### src/ack_nak_byte_link_macros.svh
// Assertion macros for the stop-and-wait byte link.
`ifndef ACK_NAK_BYTE_LINK_MACROS_SVH
`define ACK_NAK_BYTE_LINK_MACROS_SVH

// Same-cycle implication, sampled on clk, off during reset.
`define ANBL_ASSERT_HOLDS(lbl, ante, cons, msg) \
	lbl: assert property (@(posedge clk) disable iff (!arst_n) (ante) |-> (cons)) \
		else $error(msg);

// Next-cycle implication, sampled on clk, off during reset.
`define ANBL_ASSERT_NEXT(lbl, ante, cons, msg) \
	lbl: assert property (@(posedge clk) disable iff (!arst_n) (ante) |=> (cons)) \
		else $error(msg);

`endif

### src/anbl_pkg.sv
// Shared types and constants of the stop-and-wait byte link.
`timescale 1ns / 1ps

package anbl_pkg;

	localparam logic [7:0] ACK_CODE = 8'hFE;
	localparam logic [7:0] NAK_CODE = 8'hDE;
	localparam logic [15:0] TIMEOUT_RESET = 16'd1000;

	typedef enum logic [1:0] {
		REQ_QUEUE = 2'd0,
		REQ_RX    = 2'd1,
		REQ_TICK  = 2'd2,
		REQ_TXRDY = 2'd3
	} req_t;

	typedef enum logic [1:0] {
		CTL_NONE = 2'd0,
		CTL_ACK  = 2'd1,
		CTL_NAK  = 2'd2
	} ctl_t;

	typedef struct packed {
		logic       queue_full;
		logic       link_fail;
		logic [7:0] rx_byte;
		logic       rx_valid;
		logic [7:0] tx_byte;
		logic       tx_valid;
	} result_t;

	typedef struct packed {
		logic awaiting;
		logic empty;
	} status_t;

	function automatic logic is_control(input logic [7:0] b);
		return (b == ACK_CODE) || (b == NAK_CODE);
	endfunction

endpackage

### src/anbl_store.sv
// Send queue storage: one write port, one registered read port with bypass.
`timescale 1ns / 1ps

module anbl_store import anbl_pkg::*; #(
	parameter int DEPTH = 16,
	parameter int IW = 4
) (
	input  logic          clk,
	input  logic          we,
	input  logic [IW-1:0] waddr,
	input  logic [7:0]    wdata,
	input  logic [IW-1:0] raddr,
	output logic [7:0]    rdata
);

	logic [7:0] mem [DEPTH];
	logic [7:0] rdata_q;

	always_ff @(posedge clk) begin
		if (we) begin
			mem[waddr] <= wdata;
		end
		// a byte queued into an empty queue becomes the head at once
		if (we && (waddr == raddr)) begin
			rdata_q <= wdata;
		end else begin
			rdata_q <= mem[raddr];
		end
	end

	assign rdata = rdata_q;

endmodule

### src/anbl_ctrl.sv
// Link control: queue pointers, reply wait, timer and pending ACK/NAK.
`timescale 1ns / 1ps

module anbl_ctrl import anbl_pkg::*; #(
	parameter int DEPTH = 16,
	parameter int IW = 4,
	parameter int FW = 5
) (
	input  logic          clk,
	input  logic          arst_n,
	input  logic          cfg_we,
	input  logic [15:0]   cfg_wdata,
	input  logic          acc,
	input  req_t          req,
	input  logic [7:0]    byte_in,
	input  logic          err,
	input  logic [7:0]    head_byte,
	output logic          st_we,
	output logic [IW-1:0] st_waddr,
	output logic [7:0]    st_wdata,
	output logic [IW-1:0] st_raddr,
	output result_t       res,
	output status_t       status
);

	localparam logic [IW-1:0] LAST_IDX = IW'(DEPTH - 1);
	localparam logic [FW-1:0] DEPTH_F = FW'(DEPTH);

	logic [IW-1:0] head_q, head_d, tail_q, tail_d;
	logic [FW-1:0] fill_q, fill_d;
	logic          awaiting_q, awaiting_d;
	logic          resend_q, resend_d;
	logic [15:0]   timer_q, timer_d;
	ctl_t          ctl_q, ctl_d;
	logic [15:0]   timeout_q;
	logic [IW-1:0] head_inc, tail_inc;
	logic          empty, full;

	assign head_inc = (head_q == LAST_IDX) ? '0 : head_q + IW'(1);
	assign tail_inc = (tail_q == LAST_IDX) ? '0 : tail_q + IW'(1);
	assign empty = (fill_q == '0);
	assign full = (fill_q == DEPTH_F);

	always_comb begin
		head_d = head_q;
		tail_d = tail_q;
		fill_d = fill_q;
		awaiting_d = awaiting_q;
		resend_d = resend_q;
		timer_d = timer_q;
		ctl_d = ctl_q;
		res = '0;
		st_we = 1'b0;
		if (acc) begin
			case (req)
				REQ_QUEUE: begin
					if (!full) begin
						st_we = 1'b1;
						tail_d = tail_inc;
						fill_d = fill_q + FW'(1);
					end else begin
						res.queue_full = 1'b1;
					end
				end
				REQ_RX: begin
					if (is_control(byte_in)) begin
						if (!err && awaiting_q) begin
							if (byte_in == ACK_CODE) begin
								if (!empty) begin
									head_d = head_inc;
									fill_d = fill_q - FW'(1);
								end
								awaiting_d = 1'b0;
								resend_d = 1'b0;
								timer_d = '0;
							end else begin
								resend_d = 1'b1;
							end
						end
					end else if (err) begin
						ctl_d = CTL_NAK;
					end else begin
						res.rx_valid = 1'b1;
						res.rx_byte = byte_in;
						ctl_d = CTL_ACK;
					end
				end
				REQ_TICK: begin
					if (awaiting_q) begin
						if (timer_q <= 16'd1) begin
							timer_d = '0;
							awaiting_d = 1'b0;
							resend_d = 1'b1;
							res.link_fail = 1'b1;
						end else begin
							timer_d = timer_q - 16'd1;
						end
					end
				end
				REQ_TXRDY: begin
					if (ctl_q != CTL_NONE) begin
						res.tx_valid = 1'b1;
						res.tx_byte = (ctl_q == CTL_NAK) ? NAK_CODE : ACK_CODE;
						ctl_d = CTL_NONE;
					end else if (resend_q) begin
						resend_d = 1'b0;
						if (!empty) begin
							res.tx_valid = 1'b1;
							res.tx_byte = head_byte;
						end
					end else if (!awaiting_q && !empty) begin
						res.tx_valid = 1'b1;
						res.tx_byte = head_byte;
						// control codes in the queue go out unacknowledged
						if (is_control(head_byte)) begin
							head_d = head_inc;
							fill_d = fill_q - FW'(1);
						end else begin
							awaiting_d = 1'b1;
							timer_d = timeout_q;
						end
					end
				end
				default: begin
				end
			endcase
		end
	end

	assign st_waddr = tail_q;
	assign st_wdata = byte_in;
	// read ahead at the next head so the head byte is ready for the next item
	assign st_raddr = head_d;
	assign status.awaiting = awaiting_q;
	assign status.empty = empty;

	always_ff @(posedge clk or negedge arst_n) begin
		if (!arst_n) begin
			head_q <= '0;
			tail_q <= '0;
			fill_q <= '0;
			awaiting_q <= 1'b0;
			resend_q <= 1'b0;
			timer_q <= '0;
			ctl_q <= CTL_NONE;
			timeout_q <= TIMEOUT_RESET;
		end else begin
			head_q <= head_d;
			tail_q <= tail_d;
			fill_q <= fill_d;
			awaiting_q <= awaiting_d;
			resend_q <= resend_d;
			timer_q <= timer_d;
			ctl_q <= ctl_d;
			if (cfg_we) begin
				timeout_q <= cfg_wdata;
			end
		end
	end

endmodule

### src/ack_nak_byte_link.sv
// Stop-and-wait byte link over a UART: top level with the result register.
//
// Input channel s_*: one item per UART event. s_tuser carries the event kind
// (queue a byte, byte received, timer tick, transmitter ready); s_tdata
// carries the byte and its line error flag. Output channel m_*: exactly one
// result item per input item, holding the byte for the transmitter, the
// delivered byte, and the link failure and queue full flags.
// An item is accepted, the link state updates and its result is in the
// output register in the cycle after; one item per cycle is sustained
// while the receiver takes each result. The send queue's head byte is read
// ahead from the queue memory, so the single read port sets no limit.
// The timeout register is written through cfg_we/cfg_wdata, by the user
// only while idle; the block does not enforce it. Reset empties the queue,
// clears the wait, the timer and any pending ACK/NAK, and loads the timeout
// with 1000 ticks; the queue memory is not cleared, needing no clearing pass.
// When the receiver stalls, the result stays in the output register and
// s_tready drops until it is taken; with the register draining, a new item
// is accepted in the same cycle.
`timescale 1ns / 1ps
`include "ack_nak_byte_link_macros.svh"

module ack_nak_byte_link import anbl_pkg::*; #(
	parameter int QUEUE_DEPTH = 16
) (
	input  logic        clk,
	input  logic        arst_n,
	input  logic        s_tvalid,
	output logic        s_tready,
	input  logic [15:0] s_tdata,  // data_byte[7:0], line_error[8], zero[15:9]
	input  logic [1:0]  s_tuser,  // req_type[1:0]
	output logic        m_tvalid,
	input  logic        m_tready,
	// tx_valid[0], tx_byte[8:1], rx_valid[9], rx_byte[17:10],
	// link_fail[18], queue_full[19], zero[23:20]
	output logic [23:0] m_tdata,
	input  logic        cfg_we,
	input  logic [15:0] cfg_wdata
);

	localparam int IW = (QUEUE_DEPTH > 1) ? $clog2(QUEUE_DEPTH) : 1;
	localparam int FW = $clog2(QUEUE_DEPTH + 1);

	logic          acc;
	logic          st_we;
	logic [IW-1:0] st_waddr, st_raddr;
	logic [7:0]    st_wdata, head_byte;
	result_t       res, res_q;
	status_t       status;
	logic          out_valid_q;

	assign s_tready = !out_valid_q || m_tready;
	assign acc = s_tvalid && s_tready;

	anbl_ctrl #(
		.DEPTH(QUEUE_DEPTH),
		.IW(IW),
		.FW(FW)
	) u_ctrl (
		.clk(clk),
		.arst_n(arst_n),
		.cfg_we(cfg_we),
		.cfg_wdata(cfg_wdata),
		.acc(acc),
		.req(req_t'(s_tuser)),
		.byte_in(s_tdata[7:0]),
		.err(s_tdata[8]),
		.head_byte(head_byte),
		.st_we(st_we),
		.st_waddr(st_waddr),
		.st_wdata(st_wdata),
		.st_raddr(st_raddr),
		.res(res),
		.status(status)
	);

	anbl_store #(
		.DEPTH(QUEUE_DEPTH),
		.IW(IW)
	) u_store (
		.clk(clk),
		.we(st_we),
		.waddr(st_waddr),
		.wdata(st_wdata),
		.raddr(st_raddr),
		.rdata(head_byte)
	);

	always_ff @(posedge clk or negedge arst_n) begin
		if (!arst_n) begin
			out_valid_q <= 1'b0;
		end else if (acc) begin
			out_valid_q <= 1'b1;
		end else if (m_tready) begin
			out_valid_q <= 1'b0;
		end
	end

	always_ff @(posedge clk) begin
		if (acc) begin
			res_q <= res;
		end
	end

	assign m_tvalid = out_valid_q;
	assign m_tdata = {4'b0, res_q};

	`ANBL_ASSERT_NEXT(a_item_gives_result, acc, m_tvalid, "accepted item left no result")
	`ANBL_ASSERT_HOLDS(a_one_event_kind, m_tvalid,
		$countones({m_tdata[0], m_tdata[9], m_tdata[18], m_tdata[19]}) <= 1,
		"result flags from more than one event kind")
	`ANBL_ASSERT_HOLDS(a_wait_has_head, status.awaiting, !status.empty,
		"waiting for a reply with an empty send queue")

endmodule
### config.mk
export PLATFORM = sky130hd
export DESIGN_NAME = ack_nak_byte_link
export DESIGN_NICKNAME = d
export VERILOG_FILES = /design/src/anbl_pkg.sv /design/src/anbl_store.sv /design/src/anbl_ctrl.sv /design/src/ack_nak_byte_link.sv
export VERILOG_INCLUDE_DIRS = /design/src /design/src/src
export SDC_FILE = /design/constraint.sdc
export NUM_CORES = 1
export LEC_CHECK = 0
export ABC_AREA = 1
export BUFFER_PORTS_ARGS = -buffer_cell sky130_fd_sc_hd__buf_4
export CAP_MARGIN = 10
export CORE_ASPECT_RATIO = 0.6
export CORE_MARGIN = 4
export CORE_UTILIZATION = 55
export DETAILED_ROUTE_END_ITERATION = 12
export GPL_ROUTABILITY_DRIVEN = 0
export PLACE_DENSITY_LB_ADDON = 0.08
export SYNTH_ARGS = -nofsm -noshare
export SYNTH_HDL_FRONTEND = slang
export SYNTH_SLANG_ARGS = --single-unit
### constraint.sdc
create_clock -name clk -period 2.2 [get_ports clk]
set_input_delay 0.22 -clock clk [delete_from_list [all_inputs] [get_ports clk]]
set_output_delay 0.22 -clock clk [all_outputs]
set_load 0.1 [all_outputs]
# Word level (Yosys, flattened, before mapping)
# Memories as Yosys holds them, arrays and structs flattened. A register that Yosys moved wholly into a read port is not among the register bits.
# Cells that the tools add are included.
[totals] regBits=70 ram_bits=128 memories=1 inputBits=39 output_inout_bits=26 elab_cells=143
[classes] muxes=68 addsub=5 bitwise=2 eq_ne=25 n_lt_le_gt_ge=1 reduce_logical=26
[memory_table] memory="u_store.mem" depth=16 width=8 read_ports=1 rd_ports_with_merged_regs=1 wr=1 line="anbl_store.sv:16" text="logic [7:0] mem [DEPTH];"
[ops] cell="16-bit 2-to-1 mux" n=9
[ops] cell="16-bit case mux with 3 select lines" n=1
[ops] cell="5-bit 2-to-1 mux" n=9
[ops] cell="4-bit 2-to-1 mux" n=11
[ops] cell="9-bit 2-to-1 mux" n=4
[ops] cell="8-bit equality test, second input constant" n=4
[ops] cell="1-bit 2-to-1 mux" n=25
[ops] cell="16-bit by 1-bit <= comparator with 1-bit output, second input constant" n=1
[ops] cell="2-bit by 1-bit != test with 1-bit output, second input constant" n=8
[ops] cell="16-bit by 1-bit subtractor with 16-bit output, second input constant" n=1
[ops] cell="5-bit case mux with 3 select lines" n=1
[ops] cell="2-bit != test, second input constant" n=6
[ops] cell="11-bit AND reduction" n=1
[ops] cell="10-bit AND reduction" n=1
[ops] cell="9-bit AND reduction" n=1
[ops] cell="4-bit by 1-bit adder with 4-bit output, second input constant" n=2
[ops] cell="4-bit equality test, second input constant" n=2
[ops] cell="4-bit case mux with 2 select lines" n=1
[ops] cell="7-bit AND reduction" n=1
[ops] cell="2-bit equality test, second input constant" n=3
[ops] cell="2-bit 2-to-1 mux" n=3
[ops] cell="6-bit 2-to-1 mux" n=1
[ops] cell="1-bit case mux with 3 select lines" n=2
[ops] cell="2-bit nonzero test" n=3
[ops] cell="other kinds (17)" n=26

# Logic depth before layout (Yosys ltp)
[depth] depth_word=8 mapped_depth=18 depth_no_buf=15

# Cells and area by module
# From an unflattened synthesis, not the netlist that was laid out.
[unflattened] cells_unflattened=1076 area_unflattened_um2=9755.6
[modules_own_cells] mod="anbl_store" n_inst=1 cells_each=549 seq_area_each_um2=3923.8 area_per_inst_um2=5691.7
[modules_own_cells] mod="anbl_ctrl" n_inst=1 cells_each=496 seq_area_each_um2=1233.7 area_per_inst_um2=3384.5
[modules_own_cells] mod="ack_nak_byte_link" n_inst=1 cells_each=31 seq_area_each_um2=625.6 area_per_inst_um2=679.4

# Least setup slack after synthesis
# No wires, ideal clock.
[synth_path] path_kind="flip-flop to flip-flop" from="register out_valid_q (netlist: m_tvalid)" to="memory u_store.mem[11][0] (enable)" arrival_ns=3.048 stages_incl_launch_ff=6 path_slack_ns=-1.218 t_required_ns=1.830 cell_sequence="dfrtp_1 -> nand2_1 -> nand2_1 -> nor3_1 -> nand2_1 -> nor2_1"
[synth_via] elab_chain_len=6
[synth_rtl] item="start: declaration" line="ack_nak_byte_link.sv:49" text="logic out_valid_q;"
[synth_rtl] item="start signal: assignment" line="ack_nak_byte_link.sv:90" text="out_valid_q <= 1'b0;"
[synth_rtl] item="start signal: assignment" line="ack_nak_byte_link.sv:92" text="out_valid_q <= 1'b1;"
[synth_rtl] item="start signal: assignment" line="ack_nak_byte_link.sv:94" text="out_valid_q <= 1'b0;"
[synth_rtl] item="1-bit logical NOT" line="ack_nak_byte_link.sv:51" text="assign s_tready = !out_valid_q || m_tready;"
[synth_rtl] item="1-bit logical OR" line="ack_nak_byte_link.sv:51"
[synth_rtl] item="named net s_tready" line="ack_nak_byte_link.sv:28" text="output logic s_tready,"
[synth_rtl] item="1-bit logical AND" line="ack_nak_byte_link.sv:52" text="assign acc = s_tvalid && s_tready;"
[synth_rtl] item="1-bit 2-to-1 mux" line="anbl_ctrl.sv:54" text="if (acc) begin"
[synth_rtl] item="1-bit 2-to-1 mux" line="anbl_store.sv:20" text="if (we) begin"
[synth_rtl] item="1-bit 2-to-1 mux (implied by the code)" line="anbl_store.sv:21" text="mem[waddr] <= wdata;"
[synth_rtl] item="end: declaration" line="anbl_store.sv:16"
# The timed path passes the listed nets, and every way through them passes these cells.

==> flow_metrics.py <==
metrics = {
    "outcome": {
        "status": "finished clean",
    },
    "grt": {
        "track_usage_pct": 24.0,
        "grt_overflow_total": 0,
        "met3_usage_pct": 5.21,
        "grt_max_degree": 51,
        "grt_pass1_vias": 6305,
        "antenna_found_initial": 0,
        "met1_usage_pct": 40.2,
        "top_usage_layer": "met1",
        "grt_pass1_wl_um": 35400,
        "grt_use_met2_pct": 32.1,
    },
    "synthesis": {
        "syn_inst": 934,
        "synth.area.top_cells": "edfxtp_1 (48%), dfrtp_1 (12%), nand2_1 (9.4%)",
        "synth-main-ff-cell": "edfxtp_1",
        "ys_top_cells_by_count": "nand2_1 (231), edfxtp_1 (148), inv_1 (105)",
        "async_flop_share_pct": 24.8,
        "synth_top_area_cell": "edfxtp_1",
        "synthMostInstantiatedCell": "nand2_1",
        "ys_seq_area_share_pct": 62.5,
        "synth.distinct_cells": 46,
        "synth-edff-count": 148,
        "yosys.area.top_type_share_pct": 48.1,
        "yosys_warnings": 0,
        "ys_ff_latch": 202,
        "synth.avg_cell_area_sq_um": 9.90,
        "synth_area_sq_um": 9250,
    },
    "cts": {
        "cts_max_level": 1,
        "path_clk_slew_ns": 0.07,
        "insertion_delay_ns": 0.48,
        "clockBufferDepth": 3,
        "cts.sinks": 202,
        "cts_buffers": 19,
        "cts.root.buffer_cell": "clkbuf_16",
        "cts_tree": "done",
    },
    "pwr": {
        "vdd_ir_drop_max_mv": 0.615,
        "p_per_area_nw_per_um2": 1060,
        "leakage_uw": 0.00489,
        "power_uw": 12300,
    },
    "finish": {
        "drive_above_1_share_pct": 20.8,
        "fin_nets": 1117,
        "diodes": 0,
        "final_area_sq_um": 11600,
        "areaGrowthSynthToFinish_pct": 25.9,
        "finalNonFillerCells": 1307,
    },
    "setup_path": {
        "end_kind": "flip-flop",
        "worstSetupStartpointType": "flip-flop",
        "rr_endpoint": "u_ctrl.timer_q[7]",
        "path_max_fanout": 18,
        "cp.arrival_ns": 2.50,
        "worst_ep_required_time_ns": 2.56,
        "path_class": "reg2reg",
        "reg2reg_depth": 15,
        "reg2reg_slack_ns": 0.06,
    },
    "drt": {
        "initialDrtViolationCount": 845,
        "vias": 7014,
        "drtAntennaViolNets": 0,
        "drt_first_pass_iters": 6,
        "drc": 0,
        "viasPerCell": 5.37,
        "wl_per_cell_um": 17.8,
        "routed_wl_um": 23300,
    },
    "floorplan": {
        "pin_count": 65,
        "die_y_um": 108,
        "rows": 36,
        "core_area_sq_um": 16400,
        "fp.dieW_um": 175,
        "initial_core_util_pct": 56.6,
        "fp.dieArea_sq_um": 19000,
    },
    "sta": {
        "setup_viol": 0,
        "hold_violations": 0,
        "min_period_ns": 2.14,
        "fin_crit_sh_pct": 97.1,
        "slew_headroom_pct": 53.7,
        "hold_slack_ns": 0.0412,
        "worst_slew_pin_slew_ns": 0.695,
        "slew_violations": 0,
        "fmax_mhz": 468,
        "skew_ns": 0.0151,
    },
    "placement": {
        "dpl.hpwl_um": 15200,
        "dp_cells": 1243,
        "place_area_sq_um": 10500,
        "io_buffers": 53,
    },
    "min_path": {
        "min_to": "m_tvalid",
        "hold_depth": 4,
        "hp-class": "in2reg",
        "min_from": "m_tready",
    },
    "flow_run": {
        "maxCapViolCount": 0,
    },
}
-- flip-flops by register name, indices dropped and copies added, names as in the netlist, named ones only --
register and flops:
u_ctrl.timeout_q 16, u_ctrl.head_q 4, u_ctrl.awaiting_q 1, m_tvalid 1
m_tdata 20, u_ctrl.ctl_q 2, u_ctrl.resend_q 1, u_ctrl.st_waddr 4
u_ctrl.fill_q 5, u_store.mem 128, u_ctrl.timer_q 16
-- power breakdown --
group	internal [uW]	switching, uW
registers	4490	327
clock network	1710	1380
logic	1690	2720
-- critical path, cell delays in order (launching register included) --
cell     delay [ns]
dfxtp_4        0.39
inv_6          0.11
buf_12         0.14
nand2_1        0.06
nand2_1        0.06
nand2_1        0.05
nand3_1        0.10
nand3_1        0.13
nand2_2        0.16
nand2_2        0.09
nor2_4         0.22
nand3_4        0.13
nand2_8        0.11
inv_6          0.08
o21ai_1        0.10
o21ai_2        0.07
-- through the flow --
step	utilization (%)	setup TNS [ns]	worst slack (ns)
floorplan	-	0	0.00547
CTS	69.3	0	0.0150
detailed placement	64.4	-0.206	-0.0803
finish	71.2	0	0.0642
global route	71.2	-0.363	-0.0523
global placement	64.4	-0.0377	-0.0377
-- per-layer routing --
layer  up-vias  routed length (um)
met5         -                   0
met4         0                 282
met3        30                1890
met2       267                9350
met1      3333               11800
li1       3384                   -
-- cell usage in the layout, fill, tap and decap left out, drive strengths merged, types with 3 or more instances in the layout --
| cell | n |
|---|---|
| o21a | 6 |
| buf | 124 |
| a21oi | 16 |
| clkinvlp | 4 |
| mux2 | 3 |
| a31oi | 3 |
| nand2 | 237 |
| nor3 | 13 |
| xnor2 | 4 |
| dfxtp | 4 |
| nor2 | 96 |
| nor4 | 3 |
| nand3 | 76 |
| xor2 | 8 |
| clkbuf | 27 |
| o22ai | 11 |
| clkinv | 7 |
| o21ai | 76 |
| nand4 | 8 |
| dfrtp | 44 |
| edfxtp | 148 |
| o211ai | 7 |
| ha | 10 |
| dlygate4sd3 | 17 |
| inv | 106 |
| dfstp | 6 |
| conb | 4 |
-- worst max-delay path by stage --
stage / slack [ns] / start / end
detailed placement: -0.08 / s_tdata[0] / u_ctrl.timer_q[7]
CTS: 0.01 / flip-flop / u_ctrl.timer_q[14]
finish: 0.06 / flip-flop / u_ctrl.timer_q[7]
global route: -0.05 / flip-flop / u_ctrl.head_q[3]
global placement: -0.04 / s_tdata[0] / u_ctrl.timer_q[7]
floorplan: 0.005 / m_tvalid / u_store.mem[11][0]
-- layout make-up --
type	instances	area [sq um]
inverters	108	419
clock inverters	10	80.1
clock buffers	23	490
well taps	228	285
flip-flops and latches	202	5790
multi-input cells	591	3030
fillers	1204	4710
repair buffers	145	1540
-- what timing repair did --
action / 4_1_cts / 5_1_grt
hold buffers: 17 / 0
endpoints found under the hold margin: 60 / 0
pin swaps: 0 / 12
gates resized for setup: 6 / 40
endpoints found under the setup margin: 4 / 30
setup buffers: 0 / 8
gates cloned: 1 / 5
-- cells by family (layout without fill, tap and decap cells) --
family / count (synthesis) / in the layout / share of synthesized area [%]
buffers and inverters: 145 / 286 / 6.79
adder cells (fa/ha/maj): 11 / 11 / 1.57
XOR/XNOR: 12 / 12 / 1.14
other: 1 / 4 / 0.0406
flip-flops: 202 / 202 / 62.5
AND/OR/NAND/NOR: 435 / 436 / 19.9
multiplexers: 3 / 3 / 0.365
AO/OA/AOI/OAI: 125 / 125 / 7.70
Power figures use the tool's default switching activity.
